## config.mk

```make
export PLATFORM = sky130hd
export DESIGN_NAME = priority_ordered_task_table_top
export DESIGN_NICKNAME = d
export VERILOG_FILES = /design/src/sv/pott_pkg.sv /design/src/sv/pott_ctrl.sv /design/src/sv/pott_dp.sv /design/src/sv/priority_ordered_task_table_top.sv
export VERILOG_INCLUDE_DIRS = /design/src /design/src/sv
export SDC_FILE = /design/constraint.sdc
export NUM_CORES = 1
export LEC_CHECK = 0
export BUFFER_PORTS_ARGS = -buffer_cell sky130_fd_sc_hd__buf_4
export CORE_MARGIN = 1.5
export CORE_UTILIZATION = 56
export CTS_CLUSTER_DIAMETER = 150
export CTS_CLUSTER_SIZE = 16
export DETAILED_ROUTE_END_ITERATION = 8
export GPL_ROUTABILITY_DRIVEN = 0
export PLACE_DENSITY = 0.84
export SLEW_MARGIN = 20
export SYNTH_ARGS = -nofsm -noshare
export SYNTH_HDL_FRONTEND = slang
export SYNTH_SLANG_ARGS = --single-unit
```

## constraint.sdc

```tcl
create_clock -name clk -period 5.6 [get_ports clk]
set_input_delay 1.4 -clock clk [delete_from_list [all_inputs] [get_ports clk]]
set_output_delay 1.4 -clock clk [all_outputs]
set_load 0.1 [all_outputs]
```

## src/sv/assert_macros.svh

```systemverilog
// assertion helpers, clocked on clk and disabled during rst
`ifndef ASSERT_MACROS_SVH
`define ASSERT_MACROS_SVH

`ifndef SYNTH

// condition holds at every edge
`define POTT_ASSERT(lbl, cond, msg) \
  lbl: assert property (@(posedge clk) disable iff (rst) (cond)) else $error(msg);

// antecedent implies consequent in the same cycle
`define POTT_ASSERT_IMPL(lbl, pre, post, msg) \
  lbl: assert property (@(posedge clk) disable iff (rst) (pre) |-> (post)) else $error(msg);

`else

`define POTT_ASSERT(lbl, cond, msg)
`define POTT_ASSERT_IMPL(lbl, pre, post, msg)

`endif

`endif

```

## src/sv/pott_pkg.sv

```systemverilog
`default_nettype none

package pott_pkg;

  localparam int ID_W            = 31;
  localparam int PRIO_W          = 3;
  localparam int ST_W            = 2;
  localparam int CODE_W          = 3;
  localparam int ACT_W           = 3;
  localparam int IN_DATA_W       = 40;
  localparam int OUT_DATA_W      = 40;
  localparam int TABLE_DEPTH_DEF = 16;
  localparam int MAX_RESULTS     = 16;
  localparam int N_W             = $clog2(MAX_RESULTS + 1);

  localparam logic [PRIO_W-1:0] PRIO_MIN   = 3'd1;
  localparam logic [PRIO_W-1:0] PRIO_MAX   = 3'd5;
  localparam logic [ST_W-1:0]   STATUS_MAX = 2'd2;

  typedef enum logic [ACT_W-1:0] {
    ACT_ADD    = 3'd0,
    ACT_DELETE = 3'd1,
    ACT_UPDATE = 3'd2,
    ACT_SEARCH = 3'd3,
    ACT_LIST   = 3'd4
  } action_t;

  typedef enum logic [CODE_W-1:0] {
    RC_OK       = 3'd0,
    RC_DUP      = 3'd1,
    RC_NOTFOUND = 3'd2,
    RC_FULL     = 3'd3,
    RC_EMPTY    = 3'd4
  } rcode_t;

  typedef struct packed {
    logic [ID_W-1:0]   id;
    logic [PRIO_W-1:0] prio;
    logic [ST_W-1:0]   status;
  } entry_t;

  typedef enum logic [1:0] {
    RD_IDX,
    RD_PREV,
    RD_NEXT
  } rsel_t;

  typedef enum logic [1:0] {
    WR_SHIFT,
    WR_NEW,
    WR_UPD
  } wsel_t;

  typedef enum logic [2:0] {
    PUSH_ERR,
    PUSH_NEW,
    PUSH_HIT,
    PUSH_UPD,
    PUSH_PEND
  } psel_t;

  typedef enum logic [3:0] {
    S_IDLE,
    S_START,
    S_SCAN_RD,
    S_SCAN_CHK,
    S_DECIDE,
    S_REPLY,
    S_UP_RD,
    S_UP_WR,
    S_INSERT,
    S_DOWN_RD,
    S_DOWN_WR,
    S_EMIT_RD,
    S_EMIT_CHK
  } state_t;

  typedef struct packed {
    logic    load;
    logic    idx_clr;
    logic    idx_inc;
    logic    idx_dec;
    logic    idx_to_count;
    logic    idx_to_hit;
    logic    rd_en;
    rsel_t   rd_sel;
    logic    chk;
    logic    wr_en;
    wsel_t   wr_sel;
    logic    cnt_inc;
    logic    cnt_dec;
    logic    emit_clr;
    logic    pend_load;
    logic    push;
    psel_t   push_sel;
    rcode_t  push_code;
    logic    push_last;
  } ctrl_t;

  typedef struct packed {
    action_t act;
    logic    idx_eq_count;
    logic    idx_eq_pos;
    logic    idx_last;
    logic    count_zero;
    logic    count_full;
    logic    match_id;
    logic    emit_match;
    logic    hit;
    logic    pend_valid;
    logic    n_max;
    logic    out_free;
  } stat_t;

endpackage

`default_nettype wire

```

## src/sv/pott_ctrl.sv

```systemverilog
`default_nettype none

module pott_ctrl (
  input  wire              clk,
  input  wire              rst,
  input  wire              s_valid,
  output logic             in_ready,
  input  pott_pkg::stat_t  stat,
  output pott_pkg::ctrl_t  ctrl
);

  pott_pkg::state_t state;
  pott_pkg::state_t state_next;

  always_ff @(posedge clk) begin
    if (rst) begin
      state <= pott_pkg::S_IDLE;
    end else begin
      state <= state_next;
    end
  end

  always_comb begin
    state_next = state;
    unique case (state)
      pott_pkg::S_IDLE: begin
        if (s_valid) state_next = pott_pkg::S_START;
      end
      pott_pkg::S_START: begin
        unique case (stat.act) inside
          pott_pkg::ACT_ADD, pott_pkg::ACT_DELETE, pott_pkg::ACT_UPDATE:
            state_next = pott_pkg::S_SCAN_RD;
          pott_pkg::ACT_SEARCH, pott_pkg::ACT_LIST:
            state_next = pott_pkg::S_DECIDE;
          default:
            state_next = pott_pkg::S_IDLE;
        endcase
      end
      pott_pkg::S_SCAN_RD: begin
        state_next = stat.idx_eq_count ? pott_pkg::S_DECIDE : pott_pkg::S_SCAN_CHK;
      end
      pott_pkg::S_SCAN_CHK: begin
        state_next = stat.match_id ? pott_pkg::S_DECIDE : pott_pkg::S_SCAN_RD;
      end
      pott_pkg::S_DECIDE: begin
        unique case (stat.act) inside
          pott_pkg::ACT_ADD: begin
            if (stat.hit || stat.count_full) state_next = pott_pkg::S_REPLY;
            else state_next = pott_pkg::S_UP_RD;
          end
          pott_pkg::ACT_DELETE, pott_pkg::ACT_UPDATE:
            state_next = pott_pkg::S_REPLY;
          pott_pkg::ACT_SEARCH, pott_pkg::ACT_LIST: begin
            if (stat.count_zero) state_next = pott_pkg::S_REPLY;
            else state_next = pott_pkg::S_EMIT_RD;
          end
          default:
            state_next = pott_pkg::S_IDLE;
        endcase
      end
      pott_pkg::S_REPLY: begin
        if (stat.out_free) begin
          if (stat.act == pott_pkg::ACT_DELETE && !stat.count_zero && stat.hit) begin
            state_next = pott_pkg::S_DOWN_RD;
          end else begin
            state_next = pott_pkg::S_IDLE;
          end
        end
      end
      pott_pkg::S_UP_RD: begin
        state_next = stat.idx_eq_pos ? pott_pkg::S_INSERT : pott_pkg::S_UP_WR;
      end
      pott_pkg::S_UP_WR: begin
        state_next = pott_pkg::S_UP_RD;
      end
      pott_pkg::S_INSERT: begin
        if (stat.out_free) state_next = pott_pkg::S_IDLE;
      end
      pott_pkg::S_DOWN_RD: begin
        state_next = stat.idx_last ? pott_pkg::S_IDLE : pott_pkg::S_DOWN_WR;
      end
      pott_pkg::S_DOWN_WR: begin
        state_next = pott_pkg::S_DOWN_RD;
      end
      pott_pkg::S_EMIT_RD: begin
        if (stat.idx_eq_count || stat.n_max) state_next = pott_pkg::S_REPLY;
        else state_next = pott_pkg::S_EMIT_CHK;
      end
      pott_pkg::S_EMIT_CHK: begin
        if (!stat.emit_match) begin
          state_next = pott_pkg::S_EMIT_RD;
        end else if (!(stat.pend_valid && !stat.out_free)) begin
          state_next = pott_pkg::S_EMIT_RD;
        end
      end
      default: state_next = pott_pkg::S_IDLE;
    endcase
  end

  always_comb begin
    ctrl           = '0;
    ctrl.rd_sel    = pott_pkg::RD_IDX;
    ctrl.wr_sel    = pott_pkg::WR_SHIFT;
    ctrl.push_sel  = pott_pkg::PUSH_ERR;
    ctrl.push_code = pott_pkg::RC_OK;
    ctrl.push_last = 1'b1;
    in_ready       = 1'b0;
    unique case (state)
      pott_pkg::S_IDLE: begin
        in_ready  = 1'b1;
        ctrl.load = s_valid;
      end
      pott_pkg::S_START: begin
      end
      pott_pkg::S_SCAN_RD: begin
        ctrl.rd_en = !stat.idx_eq_count;
      end
      pott_pkg::S_SCAN_CHK: begin
        ctrl.chk     = 1'b1;
        ctrl.idx_inc = 1'b1;
      end
      pott_pkg::S_DECIDE: begin
        unique case (stat.act) inside
          pott_pkg::ACT_ADD: begin
            ctrl.idx_to_count = !stat.hit && !stat.count_full;
          end
          pott_pkg::ACT_UPDATE: begin
            ctrl.wr_en  = !stat.count_zero && stat.hit;
            ctrl.wr_sel = pott_pkg::WR_UPD;
          end
          pott_pkg::ACT_SEARCH, pott_pkg::ACT_LIST: begin
            ctrl.idx_clr  = !stat.count_zero;
            ctrl.emit_clr = !stat.count_zero;
          end
          default: begin
          end
        endcase
      end
      pott_pkg::S_REPLY: begin
        if (stat.out_free) begin
          ctrl.push = 1'b1;
          unique case (stat.act) inside
            pott_pkg::ACT_ADD: begin
              ctrl.push_code = stat.hit ? pott_pkg::RC_DUP : pott_pkg::RC_FULL;
            end
            pott_pkg::ACT_DELETE, pott_pkg::ACT_UPDATE: begin
              if (stat.count_zero) begin
                ctrl.push_code = pott_pkg::RC_EMPTY;
              end else if (!stat.hit) begin
                ctrl.push_code = pott_pkg::RC_NOTFOUND;
              end else if (stat.act == pott_pkg::ACT_DELETE) begin
                ctrl.push_sel   = pott_pkg::PUSH_HIT;
                ctrl.idx_to_hit = 1'b1;
              end else begin
                ctrl.push_sel = pott_pkg::PUSH_UPD;
              end
            end
            pott_pkg::ACT_SEARCH, pott_pkg::ACT_LIST: begin
              if (stat.count_zero) begin
                ctrl.push_code = pott_pkg::RC_EMPTY;
              end else if (stat.pend_valid) begin
                ctrl.push_sel = pott_pkg::PUSH_PEND;
              end else begin
                ctrl.push_code = pott_pkg::RC_NOTFOUND;
              end
            end
            default: ctrl.push = 1'b0;
          endcase
        end
      end
      pott_pkg::S_UP_RD: begin
        ctrl.rd_en  = !stat.idx_eq_pos;
        ctrl.rd_sel = pott_pkg::RD_PREV;
      end
      pott_pkg::S_UP_WR: begin
        ctrl.wr_en   = 1'b1;
        ctrl.idx_dec = 1'b1;
      end
      pott_pkg::S_INSERT: begin
        if (stat.out_free) begin
          ctrl.wr_en    = 1'b1;
          ctrl.wr_sel   = pott_pkg::WR_NEW;
          ctrl.cnt_inc  = 1'b1;
          ctrl.push     = 1'b1;
          ctrl.push_sel = pott_pkg::PUSH_NEW;
        end
      end
      pott_pkg::S_DOWN_RD: begin
        ctrl.cnt_dec = stat.idx_last;
        ctrl.rd_en   = !stat.idx_last;
        ctrl.rd_sel  = pott_pkg::RD_NEXT;
      end
      pott_pkg::S_DOWN_WR: begin
        ctrl.wr_en   = 1'b1;
        ctrl.idx_inc = 1'b1;
      end
      pott_pkg::S_EMIT_RD: begin
        ctrl.rd_en = !(stat.idx_eq_count || stat.n_max);
      end
      pott_pkg::S_EMIT_CHK: begin
        if (!stat.emit_match) begin
          ctrl.idx_inc = 1'b1;
        end else if (!(stat.pend_valid && !stat.out_free)) begin
          // the held match, if any, goes out now, it is not the last one
          ctrl.push      = stat.pend_valid;
          ctrl.push_sel  = pott_pkg::PUSH_PEND;
          ctrl.push_last = 1'b0;
          ctrl.pend_load = 1'b1;
          ctrl.idx_inc   = 1'b1;
        end
      end
      default: begin
      end
    endcase
  end

endmodule

`default_nettype wire

```

## src/sv/pott_dp.sv

```systemverilog
`default_nettype none

module pott_dp #(
  parameter int TABLE_DEPTH = pott_pkg::TABLE_DEPTH_DEF
) (
  input  wire                          clk,
  input  wire                          rst,
  input  wire [pott_pkg::ACT_W-1:0]    in_action,
  input  wire [pott_pkg::ID_W-1:0]     in_id,
  input  wire [pott_pkg::PRIO_W-1:0]   in_prio,
  input  wire [pott_pkg::ST_W-1:0]     in_status,
  input  wire                          out_ready,
  input  pott_pkg::ctrl_t              ctrl,
  output pott_pkg::stat_t              stat,
  output logic                         out_valid,
  output pott_pkg::entry_t             out_entry,
  output pott_pkg::rcode_t             out_code,
  output logic                         out_last
);

  localparam int AW = (TABLE_DEPTH > 1) ? $clog2(TABLE_DEPTH) : 1;
  localparam int IW = $clog2(TABLE_DEPTH + 1);

  pott_pkg::entry_t mem [TABLE_DEPTH];

  pott_pkg::action_t              cmd_act;
  logic [pott_pkg::ID_W-1:0]      cmd_id;
  logic [pott_pkg::PRIO_W-1:0]    cmd_prio;
  logic [pott_pkg::ST_W-1:0]      cmd_status;
  logic [IW-1:0]                  idx;
  logic [IW-1:0]                  count;
  logic [IW-1:0]                  pos;
  logic                           pos_found;
  logic                           hit;
  logic [IW-1:0]                  hit_idx;
  pott_pkg::entry_t               hit_entry;
  pott_pkg::entry_t               rdata;
  pott_pkg::entry_t               pend;
  logic                           pend_valid;
  logic [pott_pkg::N_W-1:0]       n;

  logic [pott_pkg::PRIO_W-1:0]    add_prio;
  logic [IW-1:0]                  pos_eff;
  logic [IW-1:0]                  raddr_full;
  logic [AW-1:0]                  raddr;
  logic [IW-1:0]                  waddr_full;
  logic [AW-1:0]                  waddr;
  pott_pkg::entry_t               wdata;
  pott_pkg::entry_t               new_entry;
  pott_pkg::entry_t               upd_entry;
  pott_pkg::entry_t               push_entry;
  pott_pkg::rcode_t               push_code;

  always_comb begin
    if (cmd_prio < pott_pkg::PRIO_MIN) add_prio = pott_pkg::PRIO_MIN;
    else if (cmd_prio > pott_pkg::PRIO_MAX) add_prio = pott_pkg::PRIO_MAX;
    else add_prio = cmd_prio;
  end

  assign pos_eff   = pos_found ? pos : count;
  assign new_entry = '{id: cmd_id, prio: add_prio, status: cmd_status};
  assign upd_entry = '{id: hit_entry.id, prio: hit_entry.prio, status: cmd_status};

  // status towards the controller
  always_comb begin
    stat.act          = cmd_act;
    stat.idx_eq_count = (idx == count);
    stat.idx_eq_pos   = (idx == pos_eff);
    stat.idx_last     = ({1'b0, idx} + {{IW{1'b0}}, 1'b1}) >= {1'b0, count};
    stat.count_zero   = (count == '0);
    stat.count_full   = (count == IW'(TABLE_DEPTH));
    stat.match_id     = (rdata.id == cmd_id);
    stat.emit_match   = (cmd_act == pott_pkg::ACT_LIST) || (rdata.prio == cmd_prio);
    stat.hit          = hit;
    stat.pend_valid   = pend_valid;
    stat.n_max        = (n == pott_pkg::N_W'(pott_pkg::MAX_RESULTS));
    stat.out_free     = !out_valid || out_ready;
  end

  always_comb begin
    case (ctrl.rd_sel)
      pott_pkg::RD_PREV: raddr_full = idx - {{(IW-1){1'b0}}, 1'b1};
      pott_pkg::RD_NEXT: raddr_full = idx + {{(IW-1){1'b0}}, 1'b1};
      default:           raddr_full = idx;
    endcase
    raddr = raddr_full[AW-1:0];
  end

  always_comb begin
    case (ctrl.wr_sel)
      pott_pkg::WR_NEW: begin
        waddr_full = pos_eff;
        wdata      = new_entry;
      end
      pott_pkg::WR_UPD: begin
        waddr_full = hit_idx;
        wdata      = upd_entry;
      end
      default: begin
        waddr_full = idx;
        wdata      = rdata;
      end
    endcase
    waddr = waddr_full[AW-1:0];
  end

  always_ff @(posedge clk) begin
    if (ctrl.wr_en) mem[waddr] <= wdata;
    if (ctrl.rd_en) rdata <= mem[raddr];
  end

  // command capture
  always_ff @(posedge clk) begin
    if (ctrl.load) begin
      cmd_act    <= pott_pkg::action_t'(in_action);
      cmd_id     <= in_id;
      cmd_prio   <= in_prio;
      cmd_status <= (in_status > pott_pkg::STATUS_MAX) ? pott_pkg::STATUS_MAX : in_status;
    end
  end

  always_ff @(posedge clk) begin
    if (ctrl.load || ctrl.idx_clr) idx <= '0;
    else if (ctrl.idx_to_count) idx <= count;
    else if (ctrl.idx_to_hit) idx <= hit_idx;
    else if (ctrl.idx_inc) idx <= idx + {{(IW-1){1'b0}}, 1'b1};
    else if (ctrl.idx_dec) idx <= idx - {{(IW-1){1'b0}}, 1'b1};
  end

  always_ff @(posedge clk) begin
    if (rst) begin
      count <= '0;
    end else if (ctrl.cnt_inc) begin
      count <= count + {{(IW-1){1'b0}}, 1'b1};
    end else if (ctrl.cnt_dec) begin
      count <= count - {{(IW-1){1'b0}}, 1'b1};
    end
  end

  // id lookup and insert point, first slot of lower priority
  always_ff @(posedge clk) begin
    if (rst || ctrl.load) begin
      hit       <= 1'b0;
      pos_found <= 1'b0;
    end else if (ctrl.chk) begin
      if (stat.match_id) begin
        hit <= 1'b1;
      end
      if (!pos_found && rdata.prio < add_prio) begin
        pos_found <= 1'b1;
      end
    end
  end

  always_ff @(posedge clk) begin
    if (ctrl.chk) begin
      if (stat.match_id) begin
        hit_idx   <= idx;
        hit_entry <= rdata;
      end
      if (!pos_found && rdata.prio < add_prio) begin
        pos <= idx;
      end
    end
  end

  // one match is held back so the final one can carry last
  always_ff @(posedge clk) begin
    if (rst || ctrl.emit_clr) begin
      pend_valid <= 1'b0;
    end else if (ctrl.pend_load) begin
      pend_valid <= 1'b1;
    end
  end

  always_ff @(posedge clk) begin
    if (ctrl.emit_clr) begin
      n <= '0;
    end else if (ctrl.pend_load) begin
      n <= n + {{(pott_pkg::N_W-1){1'b0}}, 1'b1};
    end
    if (ctrl.pend_load) pend <= rdata;
  end

  always_comb begin
    push_code  = pott_pkg::RC_OK;
    case (ctrl.push_sel)
      pott_pkg::PUSH_NEW:  push_entry = new_entry;
      pott_pkg::PUSH_HIT:  push_entry = hit_entry;
      pott_pkg::PUSH_UPD:  push_entry = upd_entry;
      pott_pkg::PUSH_PEND: push_entry = pend;
      default: begin
        push_entry = '0;
        push_code  = ctrl.push_code;
      end
    endcase
  end

  always_ff @(posedge clk) begin
    if (rst) begin
      out_valid <= 1'b0;
    end else if (ctrl.push) begin
      out_valid <= 1'b1;
    end else if (out_ready) begin
      out_valid <= 1'b0;
    end
  end

  always_ff @(posedge clk) begin
    if (ctrl.push) begin
      out_entry <= push_entry;
      out_code  <= push_code;
      out_last  <= ctrl.push_last;
    end
  end

endmodule

`default_nettype wire

```

## src/sv/priority_ordered_task_table_top.sv

```systemverilog
// add: scans the entries for an id match, then shifts each entry from the insert point on by one slot
// delete and update: scan the entries up to the hit, delete then closes up the entries after it
// search and list: walk the entries, results leave through a one-deep output register
// throughput: one item at a time, the next is taken once the controller is back in idle
// reset: rst is synchronous, empties the table and the output register
// table contents are not cleared and are never read before written
`default_nettype none
`include "assert_macros.svh"

module priority_ordered_task_table_top #(
  parameter int TABLE_DEPTH = pott_pkg::TABLE_DEPTH_DEF
) (
  input  wire                                clk,
  input  wire                                rst,
  input  wire                                s_tvalid,
  output logic                               s_tready,
  // entry_id [30:0], entry_priority [33:31], new_status [35:34], zero fill
  input  wire [pott_pkg::IN_DATA_W-1:0]      s_tdata,
  // action
  input  wire [pott_pkg::ACT_W-1:0]          s_tuser,
  output logic                               m_tvalid,
  input  wire                                m_tready,
  // out_id [30:0], out_priority [33:31], out_status [35:34], zero fill
  output logic [pott_pkg::OUT_DATA_W-1:0]    m_tdata,
  // result_code
  output logic [pott_pkg::CODE_W-1:0]        m_tuser,
  output logic                               m_tlast
);

  pott_pkg::ctrl_t   dp_ctrl;
  pott_pkg::stat_t   dp_stat;
  pott_pkg::entry_t  out_entry;
  pott_pkg::rcode_t  out_code;

  pott_ctrl u_ctrl (
    .clk      (clk),
    .rst      (rst),
    .s_valid  (s_tvalid),
    .in_ready (s_tready),
    .stat     (dp_stat),
    .ctrl     (dp_ctrl)
  );

  pott_dp #(
    .TABLE_DEPTH (TABLE_DEPTH)
  ) u_dp (
    .clk       (clk),
    .rst       (rst),
    .in_action (s_tuser),
    .in_id     (s_tdata[30:0]),
    .in_prio   (s_tdata[33:31]),
    .in_status (s_tdata[35:34]),
    .out_ready (m_tready),
    .ctrl      (dp_ctrl),
    .stat      (dp_stat),
    .out_valid (m_tvalid),
    .out_entry (out_entry),
    .out_code  (out_code),
    .out_last  (m_tlast)
  );

  assign m_tdata = {4'b0000, out_entry.status, out_entry.prio, out_entry.id};
  assign m_tuser = out_code;

  `POTT_ASSERT(a_no_overwrite, !(dp_ctrl.push && m_tvalid && !m_tready), "result overwritten before taken")
  `POTT_ASSERT_IMPL(a_insert_room, dp_ctrl.cnt_inc, !dp_stat.count_full, "insert into a full table")
  `POTT_ASSERT_IMPL(a_delete_some, dp_ctrl.cnt_dec, !dp_stat.count_zero, "delete from an empty table")
  `POTT_ASSERT(a_error_is_last, !(m_tvalid && m_tuser != pott_pkg::RC_OK && !m_tlast), "error result without last")

endmodule

`default_nettype wire
```

==> results.cfg, run 1 <==
[status]
status = completed

[worst_hold_path]
hold_class = reg2reg
worstHoldPathCells = 0
hold_end = u_dp.hit_entry[1]
holdCritStartpoint = u_dp.rdata[1]

[clock_network]
cts_buffers = 55
ctsResizeCount = 0
cts_root_buf = clkbuf_16
clock_latency_ps = 630
hold_buffers = 0
clkSinkCount = 796
h-tree-depth = 2
cts.clk_slew.worst_paths_ps = 70
cts_buffer_depth = 3
cts_tree = yes
post_cts_buffers = 0

[grt]
grt_usage_pct = 26.7
grt_pass1_wl_mm = 115
grt_pass1_vias = 17800
antenna_found_initial = 2
overflow = 0
grt_max_degree = 94

[critical_path]
startpoint_type = flip-flop
r2r_slack_ps = 1230
cp.arrival_ps = 4700
crit_fanout = 19
max_stage_delay_ps = 700
slowest_stage = nor2_4
r2r_end = u_dp.mem[14][10]
timing.rr.start = u_ctrl.state[2]
worst_r2r_path_depth = 7
cp-end-kind = flip-flop
crit_type = reg2reg
crit_required_ps = 5920
worstPathCellList = nor4b_2, nand2_1, ha_2, mux2i_1, nand2b_1, nor2_4, buf_4

[power]
totalPowerFinal_uw = 10900
leakagePower_uw = 0.0126
powerDensity_nw_per_um2 = 306
ir_drop_v = 0.000276

[logic_synthesis]
netlist_area_sq_um = 32200
yosysWarnings = 0
synth.distinct_cells = 74
post-synth-top-area-fraction_pct = 72.1
ys_ff_latch = 796
async_flop_share_pct = 0
synthTopCellsByArea = edfxtp_1 72%, mux4_2 10%, mux2i_1 3.7%, dfxtp_1 1.4%, a222oi_1 0.99%
avgSynthCellArea_sq_um = 18.7
yosys_most_used_dff = edfxtp_1
synth-seq-area-share_pct = 73.5
synth_edf_count = 773
synth_top_area_cell = edfxtp_1
synthCells = 1724

[sta]
fin_crit_ps = 4370
drv_slew = 0
max_freq_mhz = 229
setup_tns_ps = 0
tightest_slew_ps = 1110
finalCritPeriodShare_pct = 78.1
rsz0062_at_grt = no
hold_violations = 0
setup_viol = 0
max_slew_margin_pct = 26.2
skew_ps = 29.1

[route]
firstDrtPassIters = 8
wl_per_cell_um = 29.7
ant_nets = 0
wl_mm = 78.0
vias = 17600
vias_per_cell = 6.68
drc = 0
first_iter_violations = 2414

[floorplanning]
dieArea_sq_um = 59000
num_io_pins = 93
die_w_um = 243
die_y_um = 243
core_sq_um = 56600
start_util_pct = 56.9
rows = 87

[final_layout]
final_cell_count_no_fill = 2631
fillers = 3713
drive_above_1_share_pct = 22.1
final_nets = 1918
num_antenna_cells = 0
syn_to_final_growth_pct = 11.1

[placed_design]
dpl.cell_count = 2550
portBuffers = 84
hpwl_mm = 44.7

[run]
cap_viol_max_count = 0
-- synthesized netlist by cell type, types with 13 or more instances --
master / count
nand2_1: 74
ha_1: 18
a22oi_1: 34
mux2i_1: 118
a21oi_1: 23
o21ai_0: 57
mux4_2: 144
xnor2_1: 31
xor2_1: 24
dfxtp_1: 23
nor2_1: 58
a222oi_1: 32
buf_4: 13
inv_1: 51
buf_2: 38
clkbuf_1: 43
edfxtp_1: 773
-- routing by layer --
metal	vias to the layer above	global-route usage [%]	wire length [um]
met3	196	6.62	9210
met2	1288	42.1	37300
li1	7191	-	-
met5	-	0	16
met1	8898	36.0	28500
met4	2	10.5	3030
-- power by group --
group | switching, uW | internal (uW) | total [uW]
Clock | 1890 | 1850 | 3740
Combinational | 345 | 264 | 609
Sequential | 69.7 | 6520 | 6590
-- worst max path at each step --
stage,startpoint,to,depth (start not counted)
floorplan,m_tready,u_dp.mem[15][0],12
global placement,m_tready,u_dp.mem[14][14],10
detailed placement,m_tready,u_dp.mem[14][14],9
CTS,u_ctrl.state[0],u_dp.rdata[23],10
global route,u_ctrl.state[0],u_dp.rdata[23],10
finish,u_ctrl.state[2],u_dp.mem[14][10],7
-- flip-flops by register name, summed over array words and instances (netlist names) --
name	cells
u_dp.mem	576
u_dp.hit_entry	36
u_dp.out_entry	36
u_dp.pend	36
u_dp.rdata	36
u_dp.cmd_id	31
u_dp.count	5
u_dp.hit_idx	5
u_dp.idx	5
u_dp.n	5
u_dp.pos	5
u_ctrl.state	4
u_dp.cmd_act	3
u_dp.cmd_prio	3
u_dp.out_code	3
u_dp.cmd_status	2
u_dp.hit	1
u_dp.out_last	1
u_dp.out_valid	1
u_dp.pend_valid	1
u_dp.pos_found	1
-- per-stage QoR --
| step | hold slack (ps) | setup WS, ps | area [sq um] | util [%] |
|---|---|---|---|---|
| after floorplan | 420 | -61.1 | 32200 | - |
| after global placement | 457 | 920 | 34300 | 60.5 |
| after detailed placement | 479 | 851 | 34300 | 60.5 |
| after CTS | 497 | 1230 | 35800 | 63.2 |
| after global routing | 518 | 902 | 35800 | 63.2 |
| final | 507 | 1230 | 35800 | 63.2 |
-- cells by family (layout without fill, tap and decap cells) --
| kind of cell | Yosys count | in the layout | synth area share, % |
|---|---|---|---|
| AND/OR/NAND/NOR | 224 | 224 | 3.42 |
| buffers and inverters | 152 | 300 | 2.12 |
| other | 1 | 4 | 0.0116 |
| AO/OA/AOI/OAI | 211 | 211 | 4.82 |
| adder cells (fa/ha/maj) | 19 | 19 | 0.761 |
| XOR/XNOR | 55 | 55 | 1.50 |
| multiplexers | 266 | 266 | 13.9 |
| flip-flops | 796 | 796 | 73.5 |
-- final cells by class --
type                    count  area, sq um  area share [%]
well taps                 756          946            2.64
flip-flops and latches    796        23700            66.1
multi-input cells         779         8060            22.5
repair buffers            168         1400            3.91
clock buffers              77         1460            4.08
inverters                  52          195           0.545
clock inverters             3         58.8           0.164
-- worst max-delay path: cells and delay by family, from the launching register on --
family | cells | cell delay [ps]
multiplexers | 1 | 430
flip-flops | 1 | 670
buffers and inverters | 1 | 310
adder cells (fa/ha/maj) | 1 | 690
AND/OR/NAND/NOR | 4 | 1960
-- layout by cell type, fill, tap and decap left out, types with 12 or more instances in the layout --
| cell type | count |
|---|---|
| a21oi_1 | 20 |
| a222oi_1 | 32 |
| a22oi_1 | 34 |
| buf_4 | 156 |
| clkbuf_1 | 22 |
| clkbuf_16 | 55 |
| dfxtp_1 | 23 |
| edfxtp_1 | 773 |
| ha_1 | 16 |
| inv_1 | 51 |
| mux2i_1 | 118 |
| mux4_2 | 144 |
| nand2_1 | 74 |
| nand3_1 | 12 |
| nor2_1 | 41 |
| nor2_4 | 17 |
| nor4_1 | 12 |
| o21ai_0 | 46 |
| xnor2_1 | 31 |
| xor2_1 | 24 |
(Power assumes the default switching activity.)
==> run 2, diff against run 1 <==
- CORE_UTILIZATION: 56 -> 62
- PLACE_DENSITY: 0.84 -> 0.87
- clock period: 5.6 -> 4.5 ns (I/O delays scaled with it)
==> run 2 against run 1 <==
Net effect: cell count down 1.8%; setup slack worse by 790 ps; clock skew up 6.7 ps; sequential share of layout area down 0.31 points; critical path depth up 4; non-clock buffer count up 28; design area up 0.46%.
==> results.cfg, run 2 (synthesis gave the netlist of run 1 again) <==
[final_layout]
regMostFlops = u_dp.mem
layout_common_cells = 773 x edfxtp_1, 181 x buf_4, 144 x mux4_2
drive_above_1_share_pct = 23.3
post-route-util_pct = 70.1
syn_to_final_growth_pct = 11.6
final_nets = 1946
num_antenna_cells = 0
largest_reg_flops = 576
final_cell_count_no_fill = 2584
final_common_cell = edfxtp_1

[power]
ir_drop_v = 0.000338
powerDensity_nw_per_um2 = 380
leakagePower_uw = 0.0128

[sta]
postLayoutSetupSlackWorst_ps = 437
skew_ps = 35.8
fin_crit_ps = 4060
finalCritPeriodShare_pct = 90.3
max_freq_mhz = 246
max_slew_margin_pct = 31.5
drv_slew = 0
hold-worst-slack_ps = 486
rsz0062_at_grt = no
hold_violations = 0
setup_viol = 0
tightest_slew_ps = 1020
setup_tns_ps = 0

[clock_network]
ctsResizeCount = 0
h-tree-depth = 2
clkSinkCount = 796
post_cts_buffers = 0
cts_buffers = 55
hold_buffers = 0
cts_tree = yes
clock_latency_ps = 630
cts_root_buf = clkbuf_16
cts_buffer_depth = 3
cts.clk_slew.worst_paths_ps = 80

[critical_path]
worst_path_most_repeated_cell = mux2i_1
slowest_stage = dfxtp_1
crit_buf_inv = 2
crit_type = reg2reg
cp.arrival_ps = 4420
cpLargestDelayFamily = multiplexers
crit_required_ps = 4860
max_stage_delay_ps = 700
cp-end-kind = flip-flop
worstPathCellList = nor2b_1, and2_1, inv_1, ha_1, nor2_1, nor3_1, a21oi_4, buf_12, mux4_2, mux2i_1, mux2i_1
startpoint_type = flip-flop
crit_fanout = 34

[placed_design]
pre_cts_ws_ps = 505
dpl.cell_count = 2501
portBuffers = 84
hpwl_mm = 46.1

[floorplanning]
rows = 83
num_io_pins = 93
core_sq_um = 51300
dieArea_sq_um = 53300
start_util_pct = 62.8
die_y_um = 231
die_w_um = 231

[route]
ant_nets = 0
firstDrtPassIters = 7
wl_met2_mm = 40.4
dr_wl_met3_mm = 10.6
wl_per_cell_um = 31.8
vias_per_cell = 7.08
first_iter_violations = 2881
wl_mm = 82.3
drt-met1-wl_mm = 27.2
vias = 18300
top_layer = met5
drc = 0

[grt]
grt_max_degree = 57
grt_pass1_vias = 18500
grt_pass1_wl_mm = 120
overflow = 0
grt_usage_pct = 31.4
antenna_found_initial = 1

[worst_hold_path]
hold_class = reg2reg

[status]
status = completed

[run]
cap_viol_max_count = 0
[run 2: cell types whose count changed in the layout (fill, tap and decap cells not counted)]
cell / change
buf_12: +3
buf_16: +1
buf_4: +25
clkbuf_1: +2
clkbuf_4: -1
inv_16: -1
nor4_1: -1
nor4_2: +1
o21ai_0: +8
o21ai_1: -8
[run 2: metrics by stage]
stage          area [sq um]  power [uW]
5_1_grt               36000       14000
3_5_place_dp          34400        9140
6_report              36000       13700
2_1_floorplan         32200        8880
4_1_cts               35900       13700
3_3_place_gp          34400        9100
[run 2: power by group]
part / internal, uW / switching, uW
Combinational: 351 / 461
Sequential: 8110 / 79.8
Clock: 2300 / 2360
[run 2: cell type report]
type                       count  area [sq um]
clock buffer                  79          1470
clock inverter                 2          38.8
fill                        2935         15300
inverter                      52           195
multi-input combinational    779          8070
sequential                   796         23700
tap                          680           851
timing repair buffer         196          1670
[run 2: path summary, 6_finish.rpt]
path / start / endpoint / slack (ps) / cells past startpoint
hold / removal: u_dp.rdata[0] / u_dp.hit_entry[0] / 490 / 0
setup / recovery: u_ctrl.state[2] / u_dp.rdata[22] / 440 / 11
hold reg to reg: u_dp.rdata[0] / u_dp.hit_entry[0] / 490 / 0
setup reg to reg: u_ctrl.state[2] / u_dp.rdata[22] / 440 / 11
[run 2: per-layer routing]
layer | GRT usage, % | up-vias
li1 | - | 7256
met1 | 40.9 | 9099
met2 | 51.1 | 1605
met3 | 7.24 | 339
met4 | 14.4 | 2
met5 | 0 | -
